--- src/rtl/core/csv_record_field_parser_defines.svh ---
// Assertion macros for the CSV parser
`ifndef CSV_RECORD_FIELD_PARSER_DEFINES_SVH
`define CSV_RECORD_FIELD_PARSER_DEFINES_SVH

`ifndef NO_ASSERTIONS

`define CSV_ASSERT_NOW(label, clk, rst_n, ante, cons) \
    label: assert property (@(posedge clk) disable iff (!rst_n) (ante) |-> (cons)) \
        else $error("csv parser check failed");

`define CSV_ASSERT_NEXT(label, clk, rst_n, ante, cons) \
    label: assert property (@(posedge clk) disable iff (!rst_n) (ante) |=> (cons)) \
        else $error("csv parser check failed");

`else

`define CSV_ASSERT_NOW(label, clk, rst_n, ante, cons)
`define CSV_ASSERT_NEXT(label, clk, rst_n, ante, cons)

`endif

`endif

--- src/rtl/core/csv_rfp_pkg.sv ---
`default_nettype none

package csv_rfp_pkg;

    localparam int unsigned MAX_FIELD_BYTES_DEF = 128;
    localparam int unsigned FIELD_COUNT_W       = 8;
    localparam int unsigned POS_W               = 7;

    localparam logic [7:0] CH_NUL   = 8'd0;
    localparam logic [7:0] CH_TAB   = 8'd9;
    localparam logic [7:0] CH_LF    = 8'd10;
    localparam logic [7:0] CH_VT    = 8'd11;
    localparam logic [7:0] CH_FF    = 8'd12;
    localparam logic [7:0] CH_CR    = 8'd13;
    localparam logic [7:0] CH_SPACE = 8'd32;
    localparam logic [7:0] CH_PLUS  = 8'd43;
    localparam logic [7:0] CH_COMMA = 8'd44;
    localparam logic [7:0] CH_MINUS = 8'd45;
    localparam logic [7:0] CH_ZERO  = 8'd48;
    localparam logic [7:0] CH_NINE  = 8'd57;

    localparam logic [1:0] PHASE_BLANK  = 2'd0;
    localparam logic [1:0] PHASE_DIGITS = 2'd1;
    localparam logic [1:0] PHASE_DONE   = 2'd2;

    localparam logic [2:0] COL_ID     = 3'd0;
    localparam logic [2:0] COL_LAST_S = 3'd3;
    localparam logic [2:0] COL_STATUS = 3'd4;
    localparam logic [2:0] COL_MAX    = 3'd7;

    localparam logic [2:0] STATUS_LEN = 3'd6;

    localparam logic KIND_BYTE   = 1'b0;
    localparam logic KIND_RECORD = 1'b1;

    localparam logic [35:0] CAP_POS = 36'h0_7FFF_FFFF;
    localparam logic [35:0] CAP_NEG = 36'h0_8000_0000;

    typedef struct packed {
        logic [7:0] data_byte;
        logic       end_of_input;
    } in_item_t;

    typedef struct packed {
        logic               kind;
        logic [1:0]         column;
        logic [7:0]         text_byte;
        logic [POS_W-1:0]   byte_position;
        logic signed [31:0] record_id;
        logic               active;
    } result_t;

    // letters of "active"
    function automatic logic [7:0] status_char(input logic [2:0] idx);
        logic [7:0] c;
        case (idx)
            3'd0:    c = 8'd97;
            3'd1:    c = 8'd99;
            3'd2:    c = 8'd116;
            3'd3:    c = 8'd105;
            3'd4:    c = 8'd118;
            3'd5:    c = 8'd101;
            default: c = 8'd0;
        endcase
        return c;
    endfunction

endpackage

`default_nettype wire

--- src/rtl/core/csv_rfp_in_reg.sv ---
`default_nettype none

module csv_rfp_in_reg (
    input  wire logic                  clk,
    input  wire logic                  rst_n,
    input  wire logic                  src_valid,
    output logic                       src_stall,
    input  wire logic [7:0]            data_byte,
    input  wire logic                  end_of_input,
    input  wire logic                  out_free,
    output logic                       advance,
    output csv_rfp_pkg::in_item_t      item
);

    logic                  full_reg;
    logic                  full_next;
    csv_rfp_pkg::in_item_t item_reg;
    logic                  take;

    assign advance   = full_reg && out_free;
    assign src_stall = full_reg && !advance;
    assign take      = src_valid && !src_stall;
    assign item      = item_reg;

    always_comb
    begin
        if (take)
            full_next = 1'b1;
        else if (advance)
            full_next = 1'b0;
        else
            full_next = full_reg;
    end

    always_ff @(posedge clk or negedge rst_n)
    begin
        if (!rst_n)
            full_reg <= 1'b0;
        else
            full_reg <= full_next;
    end

    always_ff @(posedge clk)
    begin
        if (take)
        begin
            item_reg.data_byte    <= data_byte;
            item_reg.end_of_input <= end_of_input;
        end
    end

endmodule

`default_nettype wire

--- src/rtl/core/csv_rfp_parse.sv ---
`default_nettype none

module csv_rfp_parse #(
    parameter int unsigned MAX_FIELD_BYTES = csv_rfp_pkg::MAX_FIELD_BYTES_DEF
) (
    input  wire logic                  clk,
    input  wire logic                  rst_n,
    input  wire logic                  advance,
    input  wire csv_rfp_pkg::in_item_t item,
    output logic                       has_result,
    output csv_rfp_pkg::result_t       result
);

    localparam logic [csv_rfp_pkg::FIELD_COUNT_W-1:0] FIELD_LIMIT =
        csv_rfp_pkg::FIELD_COUNT_W'(MAX_FIELD_BYTES);

    logic [2:0]  column_reg,   column_next;
    logic [1:0]  phase_reg,    phase_next;
    logic        neg_reg,      neg_next;
    logic [31:0] value_reg,    value_next;
    logic [2:0]  match_reg,    match_next;
    logic        mismatch_reg, mismatch_next;
    logic        active_reg,   active_next;
    logic [csv_rfp_pkg::FIELD_COUNT_W-1:0] count_reg, count_next;

    logic [7:0]  b;
    logic        is_end;
    logic        is_comma;
    logic        digit;
    logic        blank;
    logic        closed_active;
    logic [35:0] scaled;
    logic [35:0] cap;
    logic [31:0] value_acc;

    assign b        = item.data_byte;
    assign is_end   = item.end_of_input || (b == csv_rfp_pkg::CH_LF)
                      || (b == csv_rfp_pkg::CH_NUL);
    assign is_comma = (b == csv_rfp_pkg::CH_COMMA);
    assign digit    = (b >= csv_rfp_pkg::CH_ZERO) && (b <= csv_rfp_pkg::CH_NINE);
    assign blank    = (b == csv_rfp_pkg::CH_SPACE) || (b == csv_rfp_pkg::CH_TAB)
                      || (b == csv_rfp_pkg::CH_VT) || (b == csv_rfp_pkg::CH_FF)
                      || (b == csv_rfp_pkg::CH_CR);

    // status field result as it stands if the field closes now
    assign closed_active = (column_reg == csv_rfp_pkg::COL_STATUS)
                           ? (!mismatch_reg && (match_reg == csv_rfp_pkg::STATUS_LEN))
                           : active_reg;

    // value * 10 + digit, saturated to the signed limit
    assign scaled = ({4'd0, value_reg} << 3) + ({4'd0, value_reg} << 1)
                    + {28'd0, b - csv_rfp_pkg::CH_ZERO};
    assign cap    = neg_reg ? csv_rfp_pkg::CAP_NEG : csv_rfp_pkg::CAP_POS;
    assign value_acc = (scaled > cap) ? cap[31:0] : scaled[31:0];

    always_comb
    begin
        column_next   = column_reg;
        phase_next    = phase_reg;
        neg_next      = neg_reg;
        value_next    = value_reg;
        match_next    = match_reg;
        mismatch_next = mismatch_reg;
        active_next   = active_reg;
        count_next    = count_reg;
        has_result    = 1'b0;

        result.kind          = csv_rfp_pkg::KIND_BYTE;
        result.column        = 2'd0;
        result.text_byte     = 8'd0;
        result.byte_position = '0;
        result.record_id     = 32'sd0;
        result.active        = 1'b0;

        if (is_end)
        begin
            has_result       = 1'b1;
            result.kind      = csv_rfp_pkg::KIND_RECORD;
            result.record_id = neg_reg ? -value_reg : value_reg;
            result.active    = closed_active;
            column_next      = csv_rfp_pkg::COL_ID;
            phase_next       = csv_rfp_pkg::PHASE_BLANK;
            neg_next         = 1'b0;
            value_next       = 32'd0;
            active_next      = 1'b0;
            match_next       = 3'd0;
            mismatch_next    = 1'b0;
            count_next       = '0;
        end
        else if (is_comma)
        begin
            active_next   = closed_active;
            if (column_reg != csv_rfp_pkg::COL_MAX)
                column_next = column_reg + 3'd1;
            match_next    = 3'd0;
            mismatch_next = 1'b0;
            count_next    = '0;
        end
        else if (column_reg == csv_rfp_pkg::COL_ID)
        begin
            case (phase_reg)
                csv_rfp_pkg::PHASE_BLANK:
                begin
                    if (b == csv_rfp_pkg::CH_MINUS || b == csv_rfp_pkg::CH_PLUS)
                    begin
                        neg_next   = (b == csv_rfp_pkg::CH_MINUS);
                        phase_next = csv_rfp_pkg::PHASE_DIGITS;
                    end
                    else if (digit)
                    begin
                        phase_next = csv_rfp_pkg::PHASE_DIGITS;
                        value_next = value_acc;
                    end
                    else if (!blank)
                        phase_next = csv_rfp_pkg::PHASE_DONE;
                end
                csv_rfp_pkg::PHASE_DIGITS:
                begin
                    if (digit)
                        value_next = value_acc;
                    else
                        phase_next = csv_rfp_pkg::PHASE_DONE;
                end
                default:
                begin
                end
            endcase
        end
        else if (column_reg <= csv_rfp_pkg::COL_LAST_S)
        begin
            if (count_reg < FIELD_LIMIT)
            begin
                has_result           = 1'b1;
                result.column        = column_reg[1:0];
                result.text_byte     = b;
                result.byte_position = count_reg[csv_rfp_pkg::POS_W-1:0];
                count_next           = count_reg + 1'b1;
            end
        end
        else if (column_reg == csv_rfp_pkg::COL_STATUS)
        begin
            if (match_reg < csv_rfp_pkg::STATUS_LEN
                && b == csv_rfp_pkg::status_char(match_reg))
                match_next = match_reg + 3'd1;
            else
                mismatch_next = 1'b1;
        end
    end

    always_ff @(posedge clk or negedge rst_n)
    begin
        if (!rst_n)
        begin
            column_reg   <= csv_rfp_pkg::COL_ID;
            phase_reg    <= csv_rfp_pkg::PHASE_BLANK;
            neg_reg      <= 1'b0;
            value_reg    <= 32'd0;
            match_reg    <= 3'd0;
            mismatch_reg <= 1'b0;
            active_reg   <= 1'b0;
            count_reg    <= '0;
        end
        else if (advance)
        begin
            column_reg   <= column_next;
            phase_reg    <= phase_next;
            neg_reg      <= neg_next;
            value_reg    <= value_next;
            match_reg    <= match_next;
            mismatch_reg <= mismatch_next;
            active_reg   <= active_next;
            count_reg    <= count_next;
        end
    end

endmodule

`default_nettype wire

--- src/rtl/core/csv_rfp_out_reg.sv ---
`default_nettype none

module csv_rfp_out_reg (
    input  wire logic                  clk,
    input  wire logic                  rst_n,
    input  wire logic                  load,
    input  wire csv_rfp_pkg::result_t  result,
    output logic                       out_free,
    output logic                       res_valid,
    input  wire logic                  res_stall,
    output csv_rfp_pkg::result_t       res
);

    logic                 valid_reg;
    logic                 valid_next;
    csv_rfp_pkg::result_t res_reg;

    assign out_free  = !valid_reg || !res_stall;
    assign res_valid = valid_reg;
    assign res       = res_reg;

    // held request stays unless taken; load only when free
    assign valid_next = (valid_reg && res_stall) || load;

    always_ff @(posedge clk or negedge rst_n)
    begin
        if (!rst_n)
            valid_reg <= 1'b0;
        else
            valid_reg <= valid_next;
    end

    always_ff @(posedge clk)
    begin
        if (load)
            res_reg <= result;
    end

endmodule

`default_nettype wire

--- src/rtl/core/csv_record_field_parser.sv ---
// A byte accepted into the input register passes the parse stage into the result register, which drives res_valid.
// Throughput: one byte per cycle while res_stall does not hold a full result register; then the source is stalled.
// A byte that yields nothing still takes one pass through the parse stage.
// Reset (rst_n low, asynchronous) empties both registers and clears all record state.
`default_nettype none

`include "csv_record_field_parser_defines.svh"

module csv_record_field_parser #(
    parameter int unsigned MAX_FIELD_BYTES = csv_rfp_pkg::MAX_FIELD_BYTES_DEF
) (
    input  wire logic        clk,
    input  wire logic        rst_n,
    input  wire logic        src_valid,
    output logic             src_stall,
    input  wire logic [7:0]  data_byte,
    input  wire logic        end_of_input,
    output logic             res_valid,
    input  wire logic        res_stall,
    output logic             kind,
    output logic [1:0]       column,
    output logic [7:0]       text_byte,
    output logic [6:0]       byte_position,
    output logic signed [31:0] record_id,
    output logic             active
);

    logic                  out_free;
    logic                  advance;
    logic                  has_result;
    csv_rfp_pkg::in_item_t item;
    csv_rfp_pkg::result_t  result;
    csv_rfp_pkg::result_t  res;

    csv_rfp_in_reg u_in (
        .clk          (clk),
        .rst_n        (rst_n),
        .src_valid    (src_valid),
        .src_stall    (src_stall),
        .data_byte    (data_byte),
        .end_of_input (end_of_input),
        .out_free     (out_free),
        .advance      (advance),
        .item         (item)
    );

    csv_rfp_parse #(
        .MAX_FIELD_BYTES (MAX_FIELD_BYTES)
    ) u_parse (
        .clk        (clk),
        .rst_n      (rst_n),
        .advance    (advance),
        .item       (item),
        .has_result (has_result),
        .result     (result)
    );

    csv_rfp_out_reg u_out (
        .clk       (clk),
        .rst_n     (rst_n),
        .load      (advance && has_result),
        .result    (result),
        .out_free  (out_free),
        .res_valid (res_valid),
        .res_stall (res_stall),
        .res       (res)
    );

    assign kind          = res.kind;
    assign column        = res.column;
    assign text_byte     = res.text_byte;
    assign byte_position = res.byte_position;
    assign record_id     = res.record_id;
    assign active        = res.active;

    `CSV_ASSERT_NOW(a_stall_only_when_full, clk, rst_n, src_stall, res_valid && res_stall)
    `CSV_ASSERT_NEXT(a_stalled_byte_kept, clk, rst_n, src_stall && src_valid, src_stall || advance)
    `CSV_ASSERT_NOW(a_record_fields, clk, rst_n, res_valid && kind,
        column == 2'd0 && text_byte == 8'd0 && byte_position == 7'd0)
    `CSV_ASSERT_NOW(a_byte_fields, clk, rst_n, res_valid && !kind,
        column != 2'd0 && record_id == 32'sd0 && !active)

endmodule

`default_nettype wire
--- config.mk ---
export PLATFORM = sky130hd
export DESIGN_NAME = csv_record_field_parser
export DESIGN_NICKNAME = d
export VERILOG_FILES = /design/src/rtl/core/csv_rfp_pkg.sv /design/src/rtl/core/csv_rfp_in_reg.sv /design/src/rtl/core/csv_rfp_parse.sv /design/src/rtl/core/csv_rfp_out_reg.sv /design/src/rtl/core/csv_record_field_parser.sv
export VERILOG_INCLUDE_DIRS = /design/src /design/src/rtl/core
export SDC_FILE = /design/constraint.sdc
export NUM_CORES = 1
export LEC_CHECK = 0
export BUFFER_PORTS_ARGS = -buffer_cell sky130_fd_sc_hd__buf_4
export CAP_MARGIN = 20
export CORE_UTILIZATION = 63
export CTS_BUF_LIST = sky130_fd_sc_hd__clkbuf_4
export DETAILED_ROUTE_END_ITERATION = 6
export PLACE_DENSITY_LB_ADDON = 0.12
export SYNTH_ARGS = -nofsm -noshare
export SYNTH_HDL_FRONTEND = slang
export SYNTH_SLANG_ARGS = --single-unit
--- constraint.sdc ---
create_clock -name clk -period 7.15 [get_ports clk]
set_input_delay 2.145 -clock clk [delete_from_list [all_inputs] [get_ports clk]]
set_output_delay 2.145 -clock clk [all_outputs]
set_load 0.02 [all_outputs]
# == After elaboration in Yosys (flattened, before gate mapping) ==
# Cells that the tools add are included.
# word_totals
latchBits,0
ff_bits,113
inputBits,13
out_inout_bits,53
n_memories,0
word_cells,164
mem_bits_ro,0
ram_bits,0
# classes
eq_ne,26
shift,0
n_addsub,7
n_reduce_logical,46
bitwise_logic,2
magnitude_cmp,6
n_mul,0
n_mux,59
div_mod_pow,0
# op_table
cell,n
32-bit two-way mux,8
8-bit two-way mux,10
32-bit one-hot mux with 2 select lines,1
7-bit one-hot mux with 6 select lines,1
"8-bit by 4-bit equality test with 1-bit output, second input constant",5
35-bit by 33-bit adder with 36-bit output,1
36-bit by 8-bit adder with 36-bit output,1
36-bit > comparator,1
"8-bit by 6-bit equality test with 1-bit output, second input constant",4
32-bit negator,1
3-bit two-way mux,9
1-bit two-way mux,22
5-bit AND reduction,4
3-bit nonzero test,5
2-bit two-way mux,7
"3-bit equality test, second input constant",4
2-bit nonzero test,6
1-bit logical OR,9
"3-bit by 1-bit inequality test with 1-bit output, second input constant",3
"8-bit by 1-bit adder with 8-bit output, second input constant",1
8-bit equality test,1
"8-bit by 6-bit greater-or-equal comparator with 1-bit output, second input constant",1
"8-bit by 6-bit <= comparator with 1-bit output, second input constant",1
1-bit logical AND,8
23 further kinds,32

# == Logic depth before layout (Yosys ltp) ==
# Gate-level depths: netlist of run 1.
# logic_depth
ltp_word,15
mapped_depth,25
depth_no_buf,24

# == Cells and area by module ==
# A second synthesis of run 1 with hierarchy kept.
# hier_totals
cells_unflattened,873
area_unflattened_um2,8529.4
# modules_own_cells
module,area_each_um2,instances,cells_each,seq_area_each_um2
csv_rfp_parse,6621.4,1,803,1276.2
csv_rfp_out_reg,1567.8,1,54,1556.5
csv_rfp_in_reg,334.1,1,15,295.3
csv_record_field_parser,6.3,1,1,0.0

# == Worst setup path after synthesis of run 1 ==
# No wires, ideal clock.
# synth_path
path_type,reg-to-reg
startpoint,"register u_in.item_reg, in the netlist u_in.item[5]"
endpoint,register u_parse.value_reg[5]
setup_ns,0.127
path_buffers,1
arrival_time_ns,5.214
path_stages_with_launch,26
slack_ns,1.809
t_required_ns,7.023
synth_period_minus_slack_ns,5.341
path_cell_list,edfxtp_1 > inv_1 > ha_1 > inv_1 > fa_1 > inv_1 > ha_1 > a21o_1 > a21oi_1 > a21oi_1 > nor2_1 > o21ai_0 > and2_1 > a311oi_1 > xnor2_1 > ha_1 > nand4_1 > nor4_1 > a21boi_0 > nor4b_1 > a221oi_1 > nor4_1 > o2111ai_1 > nor3b_2 > buf_2 > a221o_2
# synth_via
elab_chain_cells,10
elab_cells_between_ends,26
classes_between,2 x add/sub; 3 x order compare; 6 x eq/ne; 7 x mux; 8 x reduce/logical
# synth_rtl
item,line_no,rtl
"start, declared",csv_rfp_in_reg.sv:17,csv_rfp_pkg::in_item_t item_reg;
8-bit by 6-bit subtractor with 8-bit output,csv_rfp_parse.sv:52,"+ {28'd0, b - csv_rfp_pkg::CH_ZERO};"
36-bit by 8-bit adder with 36-bit output,csv_rfp_parse.sv:52,
36-bit > comparator,csv_rfp_parse.sv:54,assign value_acc = (scaled > cap) ? cap[31:0] : scaled[31:0];
32-bit two-way mux,csv_rfp_parse.sv:54,
32-bit two-way mux,"csv_rfp_parse.sv:109, csv_rfp_parse.sv:119",
32-bit two-way mux,csv_rfp_parse.sv:104,if (b == csv_rfp_pkg::CH_MINUS || b == csv_rfp_pkg::CH_PLUS)
32-bit one-hot mux with 2 select lines,csv_rfp_parse.sv:101,case (phase_reg)
32-bit two-way mux,csv_rfp_parse.sv:99,else if (column_reg == csv_rfp_pkg::COL_ID)
32-bit two-way mux,csv_rfp_parse.sv:90,else if (is_comma)
32-bit two-way mux,csv_rfp_parse.sv:75,if (is_end)
"end signal, assigned",csv_rfp_parse.sv:168,value_reg <= value_next;
"end, declared",csv_rfp_parse.sv:20,"logic [31:0] value_reg, value_next;"
# Parallel ways exist; a longest one is shown, timed or not. The select of a mux whose other input is x is not followed.
# A chain may end at the register's enable or synchronous reset.

# == Final worst setup path of run 1 ==
# Same ends and word-level chain as after synthesis.

==> results of run 1 <==
where the power goes:
part           total, mW  switching, mW  internal (mW)
registers           1.01          0.203          0.811
logic               2.47           1.54          0.938
clock network      0.514          0.263          0.251
total               4.00           2.00           2.00
cells in the mapped netlist (3+ instances only):
cell type | instances | area, um^2
sky130_fd_sc_hd__a21oi_1 | 68 | 340
sky130_fd_sc_hd__a221o_1 | 29 | 290
sky130_fd_sc_hd__and4_1 | 3 | 26.3
sky130_fd_sc_hd__xor2_1 | 39 | 342
sky130_fd_sc_hd__nand2b_1 | 8 | 50.1
sky130_fd_sc_hd__o211ai_1 | 7 | 52.6
sky130_fd_sc_hd__inv_1 | 41 | 154
sky130_fd_sc_hd__or2_2 | 3 | 18.8
sky130_fd_sc_hd__fa_1 | 6 | 120
sky130_fd_sc_hd__dfrtp_1 | 53 | 1330
sky130_fd_sc_hd__nor4_1 | 6 | 37.5
sky130_fd_sc_hd__and3_1 | 14 | 87.6
sky130_fd_sc_hd__nor3_1 | 9 | 45.0
sky130_fd_sc_hd__nand2_1 | 73 | 274
sky130_fd_sc_hd__a211oi_1 | 8 | 60.1
sky130_fd_sc_hd__edfxtp_1 | 60 | 1800
sky130_fd_sc_hd__a21boi_0 | 4 | 30.0
sky130_fd_sc_hd__o41ai_1 | 4 | 35.0
sky130_fd_sc_hd__ha_1 | 105 | 1310
sky130_fd_sc_hd__a21o_1 | 6 | 45.0
sky130_fd_sc_hd__a31oi_1 | 8 | 50.1
sky130_fd_sc_hd__clkbuf_1 | 30 | 113
sky130_fd_sc_hd__mux2i_1 | 5 | 50.1
sky130_fd_sc_hd__buf_2 | 8 | 40.0
sky130_fd_sc_hd__nor2b_1 | 10 | 62.6
sky130_fd_sc_hd__o21a_1 | 7 | 52.6
sky130_fd_sc_hd__o31ai_1 | 10 | 75.1
sky130_fd_sc_hd__nor2_1 | 73 | 274
sky130_fd_sc_hd__o21ai_0 | 51 | 255
sky130_fd_sc_hd__o21bai_1 | 4 | 30.0
sky130_fd_sc_hd__nand4_1 | 17 | 106
sky130_fd_sc_hd__xnor2_1 | 33 | 289
sky130_fd_sc_hd__and2_1 | 4 | 25.0
sky130_fd_sc_hd__nand3_1 | 13 | 65.1
sky130_fd_sc_hd__or3_1 | 7 | 43.8
sky130_fd_sc_hd__or4_1 | 6 | 45.0
logic make-up (layout without fill, tap and decap cells):
kind of cell               count (synthesis)  after routing  synth area share, %
and+or+nand+nor                          261            261                 15.6
AOI/OAI and AO/OA                        227            227                 18.0
DFF                                      113            113                 37.3
adders and majority gates                111            111                 17.1
buffers and inverters                     80            146                 3.70
xor gates and xnor gates                  72             72                 7.53
muxes                                      6              6                0.732
other                                      0              1                    0
path summary, 6_finish.rpt:
| path | end | from | depth (start not counted) | slack [ps] |
|---|---|---|---|---|
| worst max-delay path | u_parse.value_reg[5]$_DFFE_PN0P_ | u_in.item[5]$_DFFE_PP_ | 25 | 790 |
| worst min-delay path | u_parse.mismatch_reg$_DFFE_PN0P_ | u_parse.mismatch_reg$_DFFE_PN0P_ | 2 | 530 |
| worst max register to register | u_parse.value_reg[5]$_DFFE_PN0P_ | u_in.item[5]$_DFFE_PP_ | 25 | 790 |
| worst min register to register | u_parse.mismatch_reg$_DFFE_PN0P_ | u_parse.mismatch_reg$_DFFE_PN0P_ | 2 | 530 |
| max in group asynchronous | u_parse.neg_reg$_DFFE_PN0P_ | rst_n | 1 | 5020 |
| min in group asynchronous | u_parse.count_reg[2]$_DFFE_PN0P_ | rst_n | 1 | 1620 |
tightest hold or removal path, delay by kind of cell, from the launching register on:
| kind | cells | cell delay (ps) |
|---|---|---|
| flops | 1 | 360 |
| simple gates | 1 | 80 |
| compound gates | 1 | 50 |
metrics by stage:
stage                     cell area, um^2  hold slack, ps
after floorplan                      8380             463
after global placement               9000             480
after detailed placement             9000             503
after CTS                            9310             529
after global routing                 9330             569
final                                9330             526
metal layers:
layer | GRT usage (%) | vias up | share of wire (%)
met1 | 46.5 | 3448 | 43
met4 | 13.1 | 0 | 3.0
met5 | 0 | - | 0
met3 | 5.69 | 59 | 7.8
met2 | 52.4 | 382 | 46
li1 | - | 3345 | -
area by class of cell:
cell class | count | area share (%)
diodes | 1 | 0.0268
flip-flops and latches | 113 | 33.5
multi-input cells | 677 | 53.2
inverters | 42 | 1.69
clock inverters | 13 | 1.74
well taps | 172 | 2.31
clock buffers | 19 | 1.53
repair buffers | 72 | 5.93
==> insert_results.sql, run 1 <==
INSERT INTO impl_metrics (metric_group, metric, value, unit) VALUES
('timing', 'final.setup.worst_slack', '790', 'ps'),
('timing', 'finalMaxSlewViolations', '0', ''),
('power_and_ir_drop', 'power-per-cell-area', '429', 'nW/um^2'),
('timing', 'number_of_failing_setup_endpoints_in_the_final_timing_report', '0', ''),
('floorplan', 'initial_core_util', '65.6', '%'),
('layout', 'multi_input_area', '4970', 'um^2'),
('logic_synthesis', 'synth_nets', '994', ''),
('logic_synthesis', 'sequential_share_of_the_synthesized_area', '37.3', '%'),
('setup_path', 'critical_path_peak_fanout', '26', ''),
('timing', 'unrepaired_setup_endpoints_after_global_routing', 'no', ''),
('run', 'timing.max_cap.violations', '0', ''),
('global_route', 'antenna_found_initial', '0', ''),
('timing', 'setup_tns', '0', 'ps'),
('layout', 'layout.filler_cells', '925', ''),
('cts', 'clock_tree.buffer_depth', '2', ''),
('floorplan', 'io_pins', '66', ''),
('cts', 'postCtsSetupBuffers', '0', ''),
('routing', 'ant_nets', '0', ''),
('logic_synthesis', 'asyncSetResetFlopFracSynth', '46.9', '%'),
('power_and_ir_drop', 'total_power', '4.00', 'mW'),
('routing', 'drtPass1Iterations', '6', ''),
('setup_path', 'timing.critical_path.to_type', 'flip-flop', ''),
('global_route', 'grt_first_pass_wirelength', '36400', 'um'),
('global_route', 'grt_remaining_overflow', '0', ''),
('layout', 'final_cell_mix', 'sky130_fd_sc_hd__ha_1 (105), sky130_fd_sc_hd__nand2_1 (73), sky130_fd_sc_hd__nor2_1 (72)', ''),
('layout', 'final_layout_size_suffix_gt1_share', '13.0', '%'),
('timing', 'timing.final.crit_share', '88.9', '%'),
('routing', 'drtIter0Drc', '858', ''),
('routing', 'drt-wirelength-per-cell', '19.9', 'um'),
('setup_path', 'largest_delay_share_family_worst_path', 'compound AO/OA/AOI/OAI gates', ''),
('timing', 'finalWorstPathRequiredPeriod', '6360', 'ps'),
('setup_path', 'master_of_the_slowest_instance_on_the_critical_path', 'sky130_fd_sc_hd__fa_1', ''),
('cts', 'cts-hold-fix-buffers', '0', ''),
('hold_path', 'worstHoldPathType', 'reg -> reg', ''),
('power_and_ir_drop', 'peakVddDrop', '0.000345', 'V'),
('cts', 'htree_num_levels', '4', ''),
('layout', 'finalNetCount', '1047', ''),
('logic_synthesis', 'avgSynthCellArea', '9.63', 'um^2'),
('cts', 'post_cts_resized', '0', ''),
('power_and_ir_drop', 'total_leakage_power', '4.08', 'nW'),
('cts', 'clock_latency', '550', 'ps'),
('timing', 'final_hold_vio_count', '0', ''),
('placed_design', 'place.detailed.instances', '1075', ''),
('logic_synthesis', 'synth-warning-count', '0', ''),
('layout', 'area_delta_synth_final', '11.3', '%'),
('cts', 'tritoncts.num_buffers', '17', ''),
('cts', 'numClockSinks', '113', ''),
('floorplan', 'die_y', '117', 'um'),
('setup_path', 'path_class', 'reg -> reg', ''),
('floorplan', 'dieArea', '13800', 'um^2'),
('setup_path', 'start_kind', 'flip-flop', ''),
('timing', 'timing.clock.skew', '23.2', 'ps'),
('logic_synthesis', 'synthFlopType', 'sky130_fd_sc_hd__edfxtp_1', ''),
('floorplan', 'fp.coreArea', '12800', 'um^2'),
('routing', 'drt_wl_total', '22100', 'um'),
('floorplan', 'dieWidth', '117', 'um'),
('global_route', 'grt_pass1_vias', '6979', ''),
('cts', 'clkTransAtPathRegs', '110', 'ps'),
('layout', 'layout.cells.most_common', 'sky130_fd_sc_hd__ha_1', ''),
('run_status', 'status', 'finished clean', ''),
('cts', 'cts_tree', 'done', ''),
('setup_path', 'required', '7590', 'ps'),
('layout', 'fin_cells', '1109', ''),
('layout', 'final-seq-area', '3130', 'um^2'),
('placed_design', 'dp_slack', '811', 'ps'),
('placed_design', 'dp_hpwl', '16700', 'um'),
('floorplan', 'row_count', '41', ''),
('cts', 'root_buffer', 'sky130_fd_sc_hd__clkbuf_4', ''),
('global_route', 'grt_max_degree', '62', ''),
('logic_synthesis', 'mappedNetlistArea', '8380', 'um^2'),
('layout', 'final_core_util', '73.0', '%');
Note: power is estimated with default switching activity, not from simulation.
==> run 2: changes to the inputs <==
- CORE_UTILIZATION: 63 -> 62
- CTS_BUF_LIST: sky130_fd_sc_hd__clkbuf_4 -> default
==> insert_results.sql, run 2 (synthesis gave the netlist of run 1 again) <==
INSERT INTO impl_metrics (metric_group, metric, value, unit) VALUES
('run_status', 'status', 'finished clean', ''),
('cts', 'clkTransAtPathRegs', '60', 'ps'),
('hold_path', 'worstHoldPathType', 'reg -> reg', ''),
('routing', 'drt-wirelength-per-cell', '20.2', 'um'),
('setup_path', 'master_of_the_slowest_instance_on_the_critical_path', 'sky130_fd_sc_hd__nor3b_2', ''),
('layout', 'final_cell_mix', 'sky130_fd_sc_hd__ha_1 (105), sky130_fd_sc_hd__nand2_1 (73), sky130_fd_sc_hd__nor2_1 (72)', ''),
('cts', 'cts-hold-fix-buffers', '0', ''),
('power_and_ir_drop', 'power-per-cell-area', '446', 'nW/um^2'),
('setup_path', 'start_kind', 'flip-flop', ''),
('setup_path', 'path_class', 'reg -> reg', ''),
('setup_path', 'required', '7500', 'ps'),
('cts', 'clock_tree.buffer_depth', '2', ''),
('floorplan', 'dieWidth', '118', 'um'),
('setup_path', 'largest_delay_share_family_worst_path', 'compound AO/OA/AOI/OAI gates', ''),
('run', 'timing.max_cap.violations', '0', ''),
('global_route', 'antenna_found_initial', '0', ''),
('floorplan', 'row_count', '42', ''),
('timing', 'hold-worst-slack', '544', 'ps'),
('timing', 'setup_tns', '0', 'ps'),
('cts', 'htree_num_levels', '4', ''),
('layout', 'layout.filler_cells', '956', ''),
('global_route', 'global_route_usage_sum', '33.3', '%'),
('placed_design', 'dp_hpwl', '16400', 'um'),
('timing', 'number_of_failing_setup_endpoints_in_the_final_timing_report', '0', ''),
('cts', 'post_cts_resized', '0', ''),
('routing', 'drt_drc_violations_left', '0', ''),
('placed_design', 'portBuffers', '65', ''),
('setup_path', 'worst-path-buf-inv', '4', ''),
('global_route', 'grt_pass1_vias', '6956', ''),
('placed_design', 'dp_slack', '726', 'ps'),
('power_and_ir_drop', 'total_leakage_power', '4.20', 'nW'),
('cts', 'tritoncts.num_buffers', '17', ''),
('timing', 'final.setup.worst_slack', '529', 'ps'),
('timing', 'timing.clock.skew', '10.4', 'ps'),
('timing', 'final_hold_vio_count', '0', ''),
('timing', 'tightest_slew', '986', 'ps'),
('cts', 'cts_tree', 'done', ''),
('layout', 'final_layout_size_suffix_gt1_share', '12.8', '%'),
('routing', 'ant_nets', '0', ''),
('layout', 'layout.cells.most_common', 'sky130_fd_sc_hd__ha_1', ''),
('setup_path', 'timing.critical_path.to_type', 'flip-flop', ''),
('floorplan', 'initial_core_util', '63.5', '%'),
('floorplan', 'die_y', '118', 'um'),
('cts', 'clock_latency', '420', 'ps'),
('cts', 'root_buffer', 'sky130_fd_sc_hd__clkbuf_16', ''),
('floorplan', 'dieArea', '14000', 'um^2'),
('power_and_ir_drop', 'peakVddDrop', '0.000352', 'V'),
('timing', 'unrepaired_setup_endpoints_after_global_routing', 'no', ''),
('power_and_ir_drop', 'total_power', '4.28', 'mW'),
('global_route', 'grt_max_degree', '62', ''),
('setup_path', 'critical_path_peak_fanout', '20', ''),
('cts', 'numClockSinks', '113', ''),
('routing', 'via_count', '7256', ''),
('routing', 'drtPass1Iterations', '5', ''),
('cts', 'postCtsSetupBuffers', '0', ''),
('layout', 'multi_input_area', '4970', 'um^2'),
('layout', 'area_delta_synth_final', '14.6', '%'),
('routing', 'drt_wl_total', '22400', 'um'),
('layout', 'final_core_util', '72.8', '%'),
('global_route', 'grt_remaining_overflow', '0', ''),
('timing', 'finalMaxSlewViolations', '0', ''),
('timing', 'relative_slew_slack', '32.6', '%'),
('setup_path', 'worst_path_largest_cell_delay', '760', 'ps'),
('layout', 'antennaDiodeCount', '0', ''),
('floorplan', 'io_pins', '66', ''),
('layout', 'finalNetCount', '1046', ''),
('floorplan', 'fp.coreArea', '13200', 'um^2'),
('routing', 'drtIter0Drc', '671', ''),
('timing', 'max_freq', '151', 'MHz'),
('layout', 'final-seq-area', '3130', 'um^2'),
('setup_path', 'critical_path_arrival', '6970', 'ps'),
('placed_design', 'gp_congestion', '0.951', ''),
('timing', 'finalWorstPathRequiredPeriod', '6620', 'ps'),
('timing', 'timing.final.crit_share', '92.6', '%'),
('layout', 'largest_register_ffs', '51', ''),
('routing', 'via_per_inst', '6.53', ''),
('global_route', 'grt_first_pass_wirelength', '36300', 'um');
-- run 2: cell count changes in the layout (fill, tap and decap cells not counted), sizes merged --
cell,before,now
diode,1,0
buf,72,71
bufinv,3,2
clkinv,6,9
clkbuf,19,17
clkinvlp,3,1
inv,43,45
-- run 2: cell type report --
class / instances / area share, %
tap: 176 / 2.29
clock inverter: 15 / 1.65
inverter: 42 / 1.64
sequential: 113 / 32.6
timing repair buffer: 71 / 5.68
clock buffer: 17 / 4.43
multi-input combinational: 677 / 51.7
-- run 2: routing by layer --
metal | vias to the layer above | global-route usage [%] | routed length, um
li1 | 3346 | - | -
met1 | 3511 | 44.3 | 9350
met2 | 346 | 53.9 | 10600
met3 | 53 | 7.19 | 1770
met4 | 0 | 11.5 | 645
met5 | - | 0 | 0
-- run 2: where the power goes --
part	switching [mW]	internal, mW
Combinational	1.49	0.929
Clock	0.324	0.516
Sequential	0.211	0.813
Total	2.02	2.26
-- run 2: path summary, 6_finish.rpt --
kind                                             startpoint                           endpoint  slack, ps  cells past startpoint
setup / recovery                     u_in.item[5]$_DFFE_PP_  u_parse.value_reg[22]$_DFFE_PN0P_        530                     25
hold / removal             u_parse.value_reg[3]$_DFFE_PN0P_   u_parse.value_reg[3]$_DFFE_PN0P_        540                      1
setup reg to reg                     u_in.item[5]$_DFFE_PP_  u_parse.value_reg[22]$_DFFE_PN0P_        530                     25
hold reg to reg            u_parse.value_reg[3]$_DFFE_PN0P_   u_parse.value_reg[3]$_DFFE_PN0P_        540                      1
max in group asynchronous                             rst_n        u_parse.neg_reg$_DFFE_PN0P_       4850                      1
min in group asynchronous                             rst_n   u_parse.count_reg[1]$_DFFE_PN0P_       1780                      1
-- run 2: per-stage QoR --
stage	std cells	area, um^2
2_1_floorplan	870	8380
3_5_place_dp	1078	9000
6_report	1111	9600
3_3_place_gp	1078	9000
4_1_cts	1110	9580
5_1_grt	1111	9600
==> run 3: changes to the inputs <==
- ABC_AREA: default -> 1
- CORE_MARGIN: default -> 4
==> insert_results.sql, run 3 <==
INSERT INTO impl_metrics (metric_group, metric, value, unit) VALUES
('cts', 'root_buffer', 'sky130_fd_sc_hd__clkbuf_16', ''),
('cts', 'clkTransAtPathRegs', '50', 'ps'),
('layout', 'area_delta_synth_final', '12.6', '%'),
('logic_synthesis', 'synthDistinctLibCells', '45', ''),
('logic_synthesis', 'synth.ff_latch_count', '113', ''),
('layout', 'antennaDiodeCount', '0', ''),
('setup_path', 'path_class', 'reg -> reg', ''),
('cts', 'tritoncts.num_buffers', '17', ''),
('timing', 'timing.clock.skew', '7.34', 'ps'),
('cts', 'clock_latency', '410', 'ps'),
('logic_synthesis', 'synth_nets', '1380', ''),
('timing', 'max_freq', '180', 'MHz'),
('run', 'timing.max_cap.violations', '0', ''),
('setup_path', 'required', '7490', 'ps'),
('placed_design', 'portBuffers', '65', ''),
('timing', 'number_of_failing_setup_endpoints_in_the_final_timing_report', '0', ''),
('floorplan', 'initial_core_util', '63.5', '%'),
('routing', 'drtPass1Iterations', '6', ''),
('timing', 'setup_tns', '0', 'ps'),
('layout', 'final_layout_size_suffix_gt1_share', '9.16', '%'),
('setup_path', 'setup.worst_path.start', 'u_in.item[5]$_DFFE_PP_', ''),
('global_route', 'grt_pass1_vias', '8026', ''),
('logic_synthesis', 'synthFlopType', 'sky130_fd_sc_hd__edfxtp_1', ''),
('global_route', 'grt_first_pass_wirelength', '38100', 'um'),
('layout', 'largest_register_ffs', '51', ''),
('floorplan', 'die_y', '130', 'um'),
('routing', 'ant_nets', '0', ''),
('setup_path', 'timing.critical_path.to_type', 'flip-flop', ''),
('layout', 'final_cell_mix', 'sky130_fd_sc_hd__nand2_1 (322), sky130_fd_sc_hd__inv_1 (172), sky130_fd_sc_hd__nor2_1 (132)', ''),
('routing', 'drtIter0Drc', '730', ''),
('setup_path', 'start_kind', 'flip-flop', ''),
('timing', 'timing.final.crit_share', '77.7', '%'),
('global_route', 'grt_max_degree', '54', ''),
('logic_synthesis', 'edff_count_synth', '60', ''),
('routing', 'via_per_inst', '5.55', ''),
('routing', 'via_count', '8417', ''),
('power_and_ir_drop', 'peakVddDrop', '0.000313', 'V'),
('global_route', 'antenna_found_initial', '0', ''),
('floorplan', 'row_count', '44', ''),
('logic_synthesis', 'post-synth-top-area-fraction', '19.5', '%'),
('logic_synthesis', 'synth-warning-count', '0', ''),
('logic_synthesis', 'asyncSetResetFlopFracSynth', '46.9', '%'),
('cts', 'post_cts_resized', '0', ''),
('layout', 'layout.cells.most_common', 'sky130_fd_sc_hd__nand2_1', ''),
('cts', 'htree_num_levels', '4', ''),
('timing', 'finalWorstPathRequiredPeriod', '5560', 'ps'),
('floorplan', 'io_pins', '66', ''),
('routing', 'drt_drc_violations_left', '0', ''),
('logic_synthesis', 'synth_most_common_cell', 'sky130_fd_sc_hd__nand2_1', ''),
('cts', 'clock_tree.buffer_depth', '2', ''),
('setup_path', 'critical_path_peak_fanout', '31', ''),
('layout', 'finalNetCount', '1443', ''),
('logic_synthesis', 'sequential_share_of_the_synthesized_area', '33.9', '%'),
('cts', 'numClockSinks', '113', ''),
('timing', 'unrepaired_setup_endpoints_after_global_routing', 'no', ''),
('global_route', 'global_route_usage_sum', '28.2', '%'),
('hold_path', 'min_path_cells', '2', ''),
('power_and_ir_drop', 'total_leakage_power', '5.57', 'nW'),
('timing', 'relative_slew_slack', '52.1', '%'),
('setup_path', 'timing.reg2reg.worst_path_depth', '24', ''),
('power_and_ir_drop', 'total_power', '4.64', 'mW'),
('cts', 'cts-hold-fix-buffers', '0', ''),
('timing', 'tightest_slew', '716', 'ps'),
('placed_design', 'gp_congestion', '0.929', ''),
('routing', 'drt-wirelength-per-cell', '15.0', 'um'),
('placed_design', 'dp_hpwl', '17700', 'um'),
('setup_path', 'critical_path_arrival', '5900', 'ps'),
('run_status', 'status', 'finished clean', ''),
('timing', 'final_hold_vio_count', '0', ''),
('hold_path', 'worstHoldPathType', 'reg -> reg', ''),
('timing', 'finalMaxSlewViolations', '0', ''),
('power_and_ir_drop', 'power-per-cell-area', '447', 'nW/um^2'),
('cts', 'postCtsSetupBuffers', '0', ''),
('logic_synthesis', 'synth_cells', '1256', ''),
('setup_path', 'worst_r2r_startpoint', 'u_in.item[5]$_DFFE_PP_', ''),
('floorplan', 'dieWidth', '130', 'um'),
('hold_path', 'hold_path_startpoint', 'u_parse.active_reg$_DFFE_PN0P_', ''),
('floorplan', 'fp.coreArea', '14500', 'um^2'),
('logic_synthesis', 'yosysTopAreaCell', 'sky130_fd_sc_hd__edfxtp_1', ''),
('timing', 'hold-worst-slack', '491', 'ps'),
('logic_synthesis', 'synth.cells.most_frequent', 'sky130_fd_sc_hd__nand2_1 (322), sky130_fd_sc_hd__inv_1 (172), sky130_fd_sc_hd__nor2_1 (133)', ''),
('logic_synthesis', 'avgSynthCellArea', '7.35', 'um^2'),
('floorplan', 'dieArea', '16900', 'um^2'),
('logic_synthesis', 'mappedNetlistArea', '9230', 'um^2'),
('logic_synthesis', 'synth_area_leaders', 'sky130_fd_sc_hd__edfxtp_1 (20%), sky130_fd_sc_hd__dfrtp_1 (14%), sky130_fd_sc_hd__ha_1 (14%)', ''),
('cts', 'cts_tree', 'done', ''),
('routing', 'drt_wl_total', '22700', 'um'),
('global_route', 'grt_remaining_overflow', '0', '');
## run 3: cell types whose count changed in the layout (fill, tap and decap cells not counted), sizes merged, moves of 10 or more
cell and change:
nand3 +98, a221o -30, inv +131, xor2 -18
and3 -11, nor2 +64, nor2b -10, xnor2 -25
nand2 +256, a21oi +20, nor3 +20
## run 3: layer usage
metal / wire [um] / GRT usage, % / vias up
met5: 0 / 0 / -
met3: 1550 / 5.57 / 39
met2: 10600 / 46.3 / 310
met4: 396 / 8.01 / 0
li1: - / - / 4260
met1: 10200 / 38.1 / 3808
## run 3: area by class of cell
| cell class | instances | area, um^2 |
|---|---|---|
| sequential | 113 | 3130 |
| fill | 1258 | 4140 |
| clock inverter | 8 | 87.6 |
| clock buffer | 24 | 462 |
| inverter | 176 | 661 |
| timing repair buffer | 70 | 526 |
| tap | 184 | 230 |
| multi-input combinational | 941 | 5300 |
## run 3: worst max-delay path: stages, from the launching register on
cell	delay, ps
sky130_fd_sc_hd__edfxtp_1	490
sky130_fd_sc_hd__inv_1	130
sky130_fd_sc_hd__ha_1	290
sky130_fd_sc_hd__inv_1	80
sky130_fd_sc_hd__fa_1	490
sky130_fd_sc_hd__inv_1	40
sky130_fd_sc_hd__ha_1	320
sky130_fd_sc_hd__or2_1	240
sky130_fd_sc_hd__nand3_1	80
sky130_fd_sc_hd__nand2_1	110
sky130_fd_sc_hd__nand2_1	100
sky130_fd_sc_hd__nand2_2	90
sky130_fd_sc_hd__xnor2_1	330
sky130_fd_sc_hd__inv_1	100
sky130_fd_sc_hd__ha_1	290
sky130_fd_sc_hd__nand2_1	60
sky130_fd_sc_hd__nor2_1	200
sky130_fd_sc_hd__nand3_1	140
sky130_fd_sc_hd__nor3_1	320
sky130_fd_sc_hd__nand4_1	140
sky130_fd_sc_hd__nand2_1	510
sky130_fd_sc_hd__nand2_1	180
sky130_fd_sc_hd__nand2_2	470
sky130_fd_sc_hd__nand3_1	160
sky130_fd_sc_hd__nand2_1	100
## run 3: report_power, final
group          total, mW  switching, mW  internal (mW)
logic               2.71           1.77          0.942
registers           1.15          0.213          0.941
clock network      0.781          0.266          0.515
total               4.64           2.24           2.40
## run 3: cells by family after synthesis
family          after synthesis  synth area share [%]
simple gates                634                  29.2
buf+inv                     202                  8.77
compound gates              167                  9.88
flops                       113                  33.9
fa+ha+maj                   111                  15.5
xor+xnor                     29                  2.75
## run 3: worst paths after layout
check	slack (ps)	to
worst max-delay path	1590	u_parse.value_reg[4]$_DFFE_PN0P_
worst min-delay path	490	u_parse.active_reg$_DFFE_PN0P_
worst max register to register	1590	u_parse.value_reg[4]$_DFFE_PN0P_
worst min register to register	490	u_parse.active_reg$_DFFE_PN0P_
max in group asynchronous	4900	u_parse.value_reg[27]$_DFFE_PN0P_
min in group asynchronous	1780	u_parse.match_reg[1]$_DFFE_PN0P_
## run 3: per-stage QoR
stage / setup slack, ps / util [%] / cells / instance area, um^2
after global placement: 1790 / 67.7 / 1484 / 9840
after detailed placement: 1620 / 67.7 / 1484 / 9840
after CTS: 1590 / 71.5 / 1516 / 10400
final: 1590 / 71.5 / 1516 / 10400
after floorplan: 2200 / - / 1256 / 9230
after global routing: 960 / 71.5 / 1516 / 10400
